$ cat config.mk
export PLATFORM = sky130hd
export DESIGN_NAME = lidar_frame_parser_crc8
export DESIGN_NICKNAME = d
export VERILOG_FILES = /design/src/rtl/lfpc8_pkg.sv /design/src/rtl/lfpc8_parse.sv /design/src/rtl/lidar_frame_parser_crc8.sv
export SDC_FILE = /design/constraint.sdc
export NUM_CORES = 1
export LEC_CHECK = 0
export ABC_AREA = 1
export BUFFER_PORTS_ARGS = -buffer_cell sky130_fd_sc_hd__buf_2
export CAP_MARGIN = 30
export CORE_MARGIN = 2
export CORE_UTILIZATION = 48
export CTS_CLUSTER_SIZE = 16
export DETAILED_ROUTE_END_ITERATION = 10
export GPL_ROUTABILITY_DRIVEN = 0
export GPL_TIMING_DRIVEN = 0
export HOLD_SLACK_MARGIN = 0.06
export PLACE_DENSITY = 0.72
export SLEW_MARGIN = 20
export SYNTH_ARGS = -nofsm -noshare
export SYNTH_HDL_FRONTEND = slang
export SYNTH_SLANG_ARGS = --single-unit
export TNS_END_PERCENT = 100
$ cat constraint.sdc
create_clock -name i_clk -period 3.15 [get_ports i_clk]
set_clock_uncertainty 0.2 [all_clocks]
set_input_delay 0.1575 -clock i_clk [delete_from_list [all_inputs] [get_ports i_clk]]
set_output_delay 0.1575 -clock i_clk [all_outputs]
set_load 0.005 [all_outputs]
$ cat src/rtl/lfpc8_pkg.sv
// Shared types, frame constants and the CRC-8 byte table for the frame parser.
// No dependencies; imported by lfpc8_parse and lidar_frame_parser_crc8.
package lfpc8_pkg;

    // Frame byte values
    localparam logic [7:0] HDR_BYTE  = 8'h55;
    localparam logic [7:0] KEY_BYTE  = 8'h07;
    localparam logic [7:0] STATUS_OK = 8'h00;
    localparam logic [7:0] END_BYTE  = 8'hAA;
    localparam logic [7:0] CRC_POLY  = 8'h31;

    localparam int DIST_W = 24;

    // Configuration register indexes
    localparam logic [0:0] REG_ALARM_LIMIT = 1'b0;
    localparam logic [0:0] REG_ALARM_PAUSE = 1'b1;

    // Position within the frame, one-hot; HUNT waits for the header
    typedef enum logic [7:0] {
        POS_HUNT   = 8'b0000_0001,
        POS_KEY    = 8'b0000_0010,
        POS_STATUS = 8'b0000_0100,
        POS_DIST0  = 8'b0000_1000,
        POS_DIST1  = 8'b0001_0000,
        POS_DIST2  = 8'b0010_0000,
        POS_CRC    = 8'b0100_0000,
        POS_END    = 8'b1000_0000
    } t_pos;

    typedef struct packed {
        logic [DIST_W-1:0] alarm_limit;
        logic              alarm_pause;
    } t_cfg;

    typedef struct packed {
        logic              frame_valid;
        logic [DIST_W-1:0] distance_value;
        logic              below_limit;
    } t_result;

    // CRC-8 table entry, poly 0x31, MSB first: constant table indexed by crc ^ byte
    function automatic logic [7:0] crc8_byte(input logic [7:0] val);
        logic [7:0] c;
        c = val;
        for (int k = 0; k < 8; k++) begin
            if (c[7]) begin
                c = {c[6:0], 1'b0} ^ CRC_POLY;
            end else begin
                c = {c[6:0], 1'b0};
            end
        end
        return c;
    endfunction

endpackage

$ cat src/rtl/lfpc8_parse.sv
// Frame tracker: header hunt, field checks, CRC-8 and distance assembly.
// Depends on lfpc8_pkg. Produces at most one result per accepted beat.
module lfpc8_parse
    import lfpc8_pkg::*;
(
    input  logic       i_clk,
    input  logic       i_rst_n,
    input  logic       i_accept,
    input  logic [7:0] i_rx_byte,
    input  t_cfg       i_cfg,
    output logic       o_res_valid,
    output t_result    o_res
);

    t_pos              r_pos, n_pos;
    logic [7:0]        r_crc, n_crc;
    logic [DIST_W-1:0] r_dist, n_dist;
    logic              r_ok, n_ok;

    logic [7:0]        crc_upd;
    logic              end_ok;
    logic [DIST_W-1:0] dist_out;

    assign crc_upd  = crc8_byte(r_crc ^ i_rx_byte);
    assign end_ok   = r_ok && (i_rx_byte == END_BYTE);
    assign dist_out = end_ok ? r_dist : '0;

    // Next-state logic for one beat
    always_comb begin
        n_pos       = r_pos;
        n_crc       = r_crc;
        n_dist      = r_dist;
        n_ok        = r_ok;
        o_res_valid = 1'b0;
        case (r_pos)
            POS_HUNT: begin
                if (i_rx_byte == HDR_BYTE) begin
                    n_pos  = POS_KEY;
                    n_crc  = '0;
                    n_dist = '0;
                    n_ok   = 1'b1;
                end
            end
            POS_KEY: begin
                if (i_rx_byte != KEY_BYTE) n_ok = 1'b0;
                n_crc = crc_upd;
                n_pos = POS_STATUS;
            end
            POS_STATUS: begin
                if (i_rx_byte != STATUS_OK) n_ok = 1'b0;
                n_crc = crc_upd;
                n_pos = POS_DIST0;
            end
            POS_DIST0: begin
                n_dist = {r_dist[DIST_W-9:0], i_rx_byte};
                n_crc  = crc_upd;
                n_pos  = POS_DIST1;
            end
            POS_DIST1: begin
                n_dist = {r_dist[DIST_W-9:0], i_rx_byte};
                n_crc  = crc_upd;
                n_pos  = POS_DIST2;
            end
            POS_DIST2: begin
                n_dist = {r_dist[DIST_W-9:0], i_rx_byte};
                n_crc  = crc_upd;
                n_pos  = POS_CRC;
            end
            POS_CRC: begin
                if (i_rx_byte != r_crc) n_ok = 1'b0;
                n_pos = POS_END;
            end
            POS_END: begin
                o_res_valid = 1'b1;
                n_pos       = POS_HUNT;
                n_crc       = '0;
                n_dist      = '0;
                n_ok        = 1'b1;
            end
            default: begin
                n_pos = POS_HUNT;
            end
        endcase
    end

    // Result fields, meaningful when o_res_valid
    always_comb begin
        o_res.frame_valid    = end_ok;
        o_res.distance_value = dist_out;
        o_res.below_limit    = end_ok && !i_cfg.alarm_pause && (dist_out < i_cfg.alarm_limit);
    end

    // State update on accepted beats
    always_ff @(posedge i_clk) begin
        if (!i_rst_n) begin
            r_pos  <= POS_HUNT;
            r_crc  <= '0;
            r_dist <= '0;
            r_ok   <= 1'b1;
        end else if (i_accept) begin
            r_pos  <= n_pos;
            r_crc  <= n_crc;
            r_dist <= n_dist;
            r_ok   <= n_ok;
        end
    end

endmodule

$ cat src/rtl/lidar_frame_parser_crc8.sv
// Rangefinder frame parser: one beat per cycle while o_stall is low.
// The result of the end byte is registered into the output register, or the skid stage if that is held.
// Throughput: one byte per cycle; an output register plus a skid stage hold results,
// so input stalls only while both are full. Synchronous active-low reset: parser back
// to hunting, alarm_limit and alarm_pause cleared, output stages empty.
// Depends on lfpc8_pkg and lfpc8_parse.
module lidar_frame_parser_crc8
    import lfpc8_pkg::*;
(
    input  logic              i_clk,
    input  logic              i_rst_n,
    // input channel
    input  logic              i_valid,
    output logic              o_stall,
    input  logic [7:0]        i_rx_byte,
    // result channel
    output logic              o_valid,
    input  logic              i_stall,
    output logic              o_frame_valid,
    output logic [DIST_W-1:0] o_distance_value,
    output logic              o_below_limit,
    // configuration
    input  logic              i_cfg_we,
    input  logic [0:0]        i_cfg_index,
    input  logic [DIST_W-1:0] i_cfg_data
);

    t_cfg    r_cfg;
    logic    in_acc;
    logic    res_valid;
    t_result res;

    logic    r_out_valid, r_skid_valid;
    t_result r_out, r_skid;
    logic    take;

    // Configuration registers
    always_ff @(posedge i_clk) begin
        if (!i_rst_n) begin
            r_cfg <= '0;
        end else if (i_cfg_we) begin
            case (i_cfg_index)
                REG_ALARM_LIMIT: r_cfg.alarm_limit <= i_cfg_data;
                REG_ALARM_PAUSE: r_cfg.alarm_pause <= i_cfg_data[0];
                default:         r_cfg <= r_cfg;
            endcase
        end
    end

    assign o_stall = r_skid_valid;
    assign in_acc  = i_valid && !o_stall;
    assign take    = r_out_valid && !i_stall;

    lfpc8_parse u_parse (
        .i_clk       (i_clk),
        .i_rst_n     (i_rst_n),
        .i_accept    (in_acc),
        .i_rx_byte   (i_rx_byte),
        .i_cfg       (r_cfg),
        .o_res_valid (res_valid),
        .o_res       (res)
    );

    // Output register and skid stage: valid bits
    always_ff @(posedge i_clk) begin
        if (!i_rst_n) begin
            r_out_valid  <= 1'b0;
            r_skid_valid <= 1'b0;
        end else if (r_skid_valid) begin
            if (take) r_skid_valid <= 1'b0;
        end else if (in_acc && res_valid) begin
            if (r_out_valid && !take) r_skid_valid <= 1'b1;
            r_out_valid <= 1'b1;
        end else if (take) begin
            r_out_valid <= 1'b0;
        end
    end

    // Output register and skid stage: payload
    always_ff @(posedge i_clk) begin
        if (r_skid_valid) begin
            if (take) r_out <= r_skid;
        end else if (in_acc && res_valid) begin
            if (r_out_valid && !take) begin
                r_skid <= res;
            end else begin
                r_out <= res;
            end
        end
    end

    assign o_valid          = r_out_valid;
    assign o_frame_valid    = r_out.frame_valid;
    assign o_distance_value = r_out.distance_value;
    assign o_below_limit    = r_out.below_limit;

`ifndef SYNTHESIS
    // skid stage only fills behind a full output register
    a_skid_behind_out: assert property (@(posedge i_clk) disable iff (!i_rst_n)
        r_skid_valid |-> r_out_valid)
        else $error("skid holds a beat while output register is empty");

    // a drained skid stage empties on the next cycle
    a_skid_drain: assert property (@(posedge i_clk) disable iff (!i_rst_n)
        (r_skid_valid && !i_stall) |=> !r_skid_valid)
        else $error("skid stage did not drain");

    // alarm only on a checked frame; failed frames carry zero distance
    a_alarm_needs_valid: assert property (@(posedge i_clk) disable iff (!i_rst_n)
        (o_valid && !o_frame_valid) |-> (!o_below_limit && (o_distance_value == '0)))
        else $error("failed frame carries alarm or distance");
`endif

endmodule

; Word-level counts from Yosys, hierarchy flattened
; Index checks and enable logic that the tools add are counted.
[op_classes]
n_eq_ne = 18
mux = 31
bitwise_logic = 11
n_reduce_logical = 28
order_cmp = 1
[op_table]
columns = op, count
row1 = 2-to-1 mux 26 bit, 4
row2 = case mux 24 bit (3 select lines), 1
row3 = case mux 8 bit (7 select lines), 1
row4 = 2-to-1 mux 24 bit, 2
row5 = 2-to-1 mux 6 bit, 8
row6 = < comparator 24 bit, 1
row7 = inverter 3 bit, 8
row8 = case mux 8 bit (3 select lines), 1
row9 = == test 8 x 7 -> 1 bit (second input constant), 2
row10 = == test 8 bit (second input constant), 2
row11 = 2-to-1 mux 8 bit, 2
row12 = AND reduction 3 bit, 4
row13 = 2-to-1 mux 1 bit, 11
row14 = inequality test 2 x 1 -> 1 bit (second input constant), 5
row15 = == test 8 x 1 -> 1 bit (second input constant), 1
row16 = == test 8 x 2 -> 1 bit (second input constant), 1
row17 = == test 8 x 3 -> 1 bit (second input constant), 1
row18 = == test 8 x 4 -> 1 bit (second input constant), 1
row19 = == test 8 x 5 -> 1 bit (second input constant), 1
row20 = == test 8 x 6 -> 1 bit (second input constant), 1
row21 = inequality test 8 x 3 -> 1 bit (second input constant), 1
row22 = inequality test 8 bit, 1
row23 = AND reduction 2 bit, 4
row24 = nonzero test 8 bit, 1
row25 = other kinds (12), 24
[word_totals]
regBits = 120
elab_cells = 103
input_bits = 38
output_inout_bits = 28

; Longest topological paths before layout
[depth]
ltp_word = 18
depth_mapped = 16
depth_no_buf = 15

; Modules after synthesis
; Synthesis repeated with hierarchy kept, for this count alone.
[hier_totals]
hier_cells = 711
hier_area_um2 = 5903.2
[by_module_without_submodules]
columns = mod, area_per_inst_um2, n_inst, cells_per_inst, seq_area_each_um2
row1 = lfpc8_parse, 2976.6, 1, 447, 820.8
row2 = lidar_frame_parser_crc8, 2926.6, 1, 264, 2102.0

; Worst setup path before layout
; OpenSTA, ideal clock, no wires.
[synth_path]
path_kind = register -> register
startpoint = register r_skid_valid (netlist: o_stall)
endpoint = register r_out (netlist bit o_below_limit) (enable)
required_time_ns = 2.541
path_stages_with_launch = 5
path_buffers = 2
arrival_time_ns = 2.089
slack_ns = 0.452
synth_period_minus_slack_ns = 2.698
setup_time_ns = 0.409
path_cell_list = dfxtp_1 > buf_2 > clkbuf_1 > a21oi_1 > nor2_1
[synth_between]
elab_chain_cells = 5
word_cells_on_any_way = 7
cone_classes = eq/ne (2) / reduce/logical (5)
[synth_lines]
columns = element, line
row1 = from (decl), lidar_frame_parser_crc8.sv:33  ; logic r_out_valid, r_skid_valid;
row2 = from (signal assigned), lidar_frame_parser_crc8.sv:68  ; r_skid_valid <= 1'b0;
row3 = from (signal assigned), lidar_frame_parser_crc8.sv:70  ; if (take) r_skid_valid <= 1'b0;
row4 = from (signal assigned), lidar_frame_parser_crc8.sv:72  ; if (r_out_valid && !take) r_skid_valid <= 1'b1;
row5 = zero test 1 bit, lidar_frame_parser_crc8.sv:51  ; assign in_acc = i_valid && !o_stall;
row6 = logical AND 1 bit, lidar_frame_parser_crc8.sv:51
row7 = logical AND 1 bit, lidar_frame_parser_crc8.sv:83  ; end else if (in_acc && res_valid) begin
row8 = nonzero test 2 bit (no line), -
row9 = AND reduction 3 bit (no line) *, -
row10 = to (signal assigned), lidar_frame_parser_crc8.sv:82  ; if (take) r_out <= r_skid;
row11 = to (signal assigned), lidar_frame_parser_crc8.sv:87  ; r_out <= res;
row12 = to (decl), lidar_frame_parser_crc8.sv:34  ; t_result r_out, r_skid;
; Every way passes the cells marked *; elsewhere a longest branch is shown, timed or not.
; A chain may end at the register's enable or synchronous reset.

==> results_dict.tcl <==
set metrics [dict create \
    postLayoutCellArea_mm2 0.00716 \
    rsz0062_at_grt "false" \
    synth_top_area_share_pct 27.4 \
    ys_seq_area_share_pct 51.2 \
    num_io_pins 66 \
    clk_pin_slew_worst_paths_ns 0.05 \
    power_density_mw_per_mm2 584 \
    fin_crit_sh_pct 93.9 \
    dieHeight_um 113 \
    p_leak_nw 2.82 \
    ir_drop_uv 355 \
    timing.setup.critical_path_class "input pin to register" \
    drive_above_1_share_pct 25.0 \
    areaGrowthSynthToFinish_pct 25.5 \
    multi_input_area_mm2 0.00236 \
    place_ws_ns 0.0965 \
    ys.flop_type "dfxtp_1" \
    post-cts-setup-buffers 0 \
    timing.slew.headroom_pct 48.9 \
    root_buffer "clkbuf_16" \
    finalWirelength_um 13800 \
    finalSetupViolCount 0 \
    post-synth-top-count-cell "nand2_1" \
    dieArea_mm2 0.0128 \
    grt_max_degree 27 \
    cp_slowest_cell "dlygate4sd3_1" \
    grt_usage_pct 22.8 \
    nets 787 \
    die_width_um 113 \
    vias 4565 \
    ys_warn_count 0 \
    cts_max_level 4 \
    synth-edff-count 52 \
    first_pass_iters 7 \
    synthArstFlopShare_pct 0 \
    worst_path_most_repeated_cell "nand2_1" \
    cp_slowest_stage_delay_ns 0.54 \
    core-area_mm2 0.0115 \
    wire_per_inst_um 15.6 \
    synth_area_per_cell_um2 9.46 \
    synth_top_cells_by_area "edfxtp_1 (27%), dfxtp_1 (24%), nand2_1 (5.7%), inv_1 (5.1%), ha_1 (5.0%)" \
    status "complete, but fails checks" \
    path_cells "dlygate4sd3_1, buf_2, nor2_1, nand3_2, buf_2, nor2_2, ha_1, nand2_1, inv_1, o21ai_0, a21oi_1, nor4_1, nand2_1, nor2_1, nand2_1, a21oi_1" \
    path_max_fanout 10 \
    timing.final.ws_setup_ns 0.194 \
    tns_ns 0 \
    drc 6 \
    critical_path.top_delay_family "simple AND/OR/NAND/NOR gates" \
    grt-ovfl-total 0 \
    hp-class "input pin to register" \
    hold_path_depth 6 \
    n_antenna_cell 0 \
    fillers 922 \
    stdcell_count 882 \
    slew_viol_final 0 \
    portBuffers 64 \
    ff2ff_path_depth 15 \
    fin_util_pct 62.2 \
    numCtsBuffers 17 \
    max_freq_mhz 338 \
    tritoncts "done" \
    drtAntennaViolNets 0 \
    arrival_ns 3.02 \
    placed_cells 811 \
    synth_cell_type_count 38 \
    required_ns 3.21 \
    hold_viol_final 0 \
    maxCapViolCount 0 \
    whs_ns 0.0775 \
    num_rows 39 \
    worst-slew-pin-transition_ns 0.765 \
    ys_ff_latch 120 \
    syn_nets 664 \
    path_buf_inv 4 \
    syn_inst 603 \
    synth_common_cells "nand2_1 (86), inv_1 (78), dfxtp_1 (68)" \
    cts.path.max_buffers 2 \
    seq_area_mm2 0.00292 \
    place_area_mm2 0.00623 \
    grt_pass1_wl_um 22700 \
    violations "DRC" \
    viasPerCell 5.18 \
    cts.sinks 120 \
    drt_iter0_drc 260 \
    p_total_mw 4.18 \
    initial_core_util_pct 49.6 \
    grt_pass1_vias 4787 \
    dp_hpwl_um 9460 \
    mappedNetlistArea_mm2 0.00571 \
    period_needed_ns 2.96 \
    path_depth 16 \
    worstSetupStartpointType "input pin" \
    antenna_found_initial 0 \
    insertion_delay_ns 0.42 \
    crit_path_end_kind "register" \
    post-synth-top-area-cell "edfxtp_1" \
]
## sequential cells by signal, indices dropped and copies added (netlist names)
| register | flops |
|---|---|
| u_parse.r_ok | 1 |
| u_parse.r_crc | 8 |
| u_parse.r_pos | 8 |
| o_valid | 1 |
| o_distance_value | 24 |
| r_cfg | 25 |
| r_skid | 26 |
| o_below_limit | 1 |
| o_frame_valid | 1 |
| o_stall | 1 |
| u_parse.r_dist | 24 |
## kinds of logic after synthesis
| logic type | share of synthesized area, % |
|---|---|
| simple gates | 16.4 |
| flops | 51.2 |
| compound gates | 11.7 |
| mux | 4.54 |
| buf+inv | 7.98 |
| xor+xnor | 3.07 |
| fa+ha+maj | 5.04 |
## cell type report
class	instances	area share, %
Sequential cell	120	40.8
Multi-Input combinational cell	377	32.9
Timing Repair Buffer	104	10.1
Clock buffer	18	5.99
Inverter	82	4.37
Tap cell	143	2.50
Buffer	24	2.03
Clock inverter	14	1.26
## layer usage
metal  global-route usage, %  share of wire [%]  routed length, um
met4                    10.4                2.4                329
met2                    39.8                 49               6820
met3                    5.52                5.7                788
met1                    26.4                 42               5860
met5                       0                  0                  0
## path summary, 6_finish.rpt
kind / from / to / slack (ns)
setup / recovery: i_rx_byte[2] / o_below_limit / 0.19
hold / removal: i_rx_byte[4] / u_parse.r_ok / 0.08
setup reg to reg: u_parse.r_ok / o_below_limit / 0.30
hold reg to reg: u_parse.r_dist[18] / u_parse.r_dist[18] / 0.26
## repair_timing
| action | in CTS | in global routing |
|---|---|---|
| endpoints found under the hold margin | 37 | 0 |
| endpoints found under the setup margin | 0 | 2 |
| hold buffers | 39 | 0 |
| gates resized for setup | 0 | 11 |
## power by group
group | total [mW] | leakage, nW | switching (mW) | internal (mW)
registers | 1.73 | 1.01 | 0.0461 | 1.68
clock network | 1.72 | 0.258 | 0.667 | 1.05
logic | 0.730 | 1.56 | 0.445 | 0.284
## worst register-to-register path, stage by stage (launching register included)
cell     delay (ns)
dfxtp_1        0.33
nand2_1        0.06
nor2_1         0.16
nand3_2        0.21
buf_2          0.26
nor2_2         0.18
ha_1           0.28
nand2_1        0.07
inv_1          0.04
o21ai_0        0.17
a21oi_1        0.14
nor4_1         0.19
nand2_1        0.10
nor2_1         0.09
nand2_1        0.05
a21oi_1        0.15
## cell usage in the layout, fill, tap and decap left out, drive strengths merged
master	netlist	final
nand4	9	9
and2	1	1
dlygate4sd3	0	39
mux2	23	23
a211oi	5	5
nor3b	2	2
xor2	12	12
nand2	107	107
a21oi	75	75
nor4	7	7
nor3	2	2
o21ai	32	32
o211ai	1	1
ha	23	23
clkinv	0	12
edfxtp	52	52
clkbuf	16	33
o21a	1	1
clkinvlp	0	1
nor2	54	54
nand3	13	13
dfxtp	68	68
xnor2	8	8
inv	82	82
o22ai	1	1
or2	1	1
buf	8	74
bufinv	0	1
No activity file was read; power rests on OpenSTA's default activity.
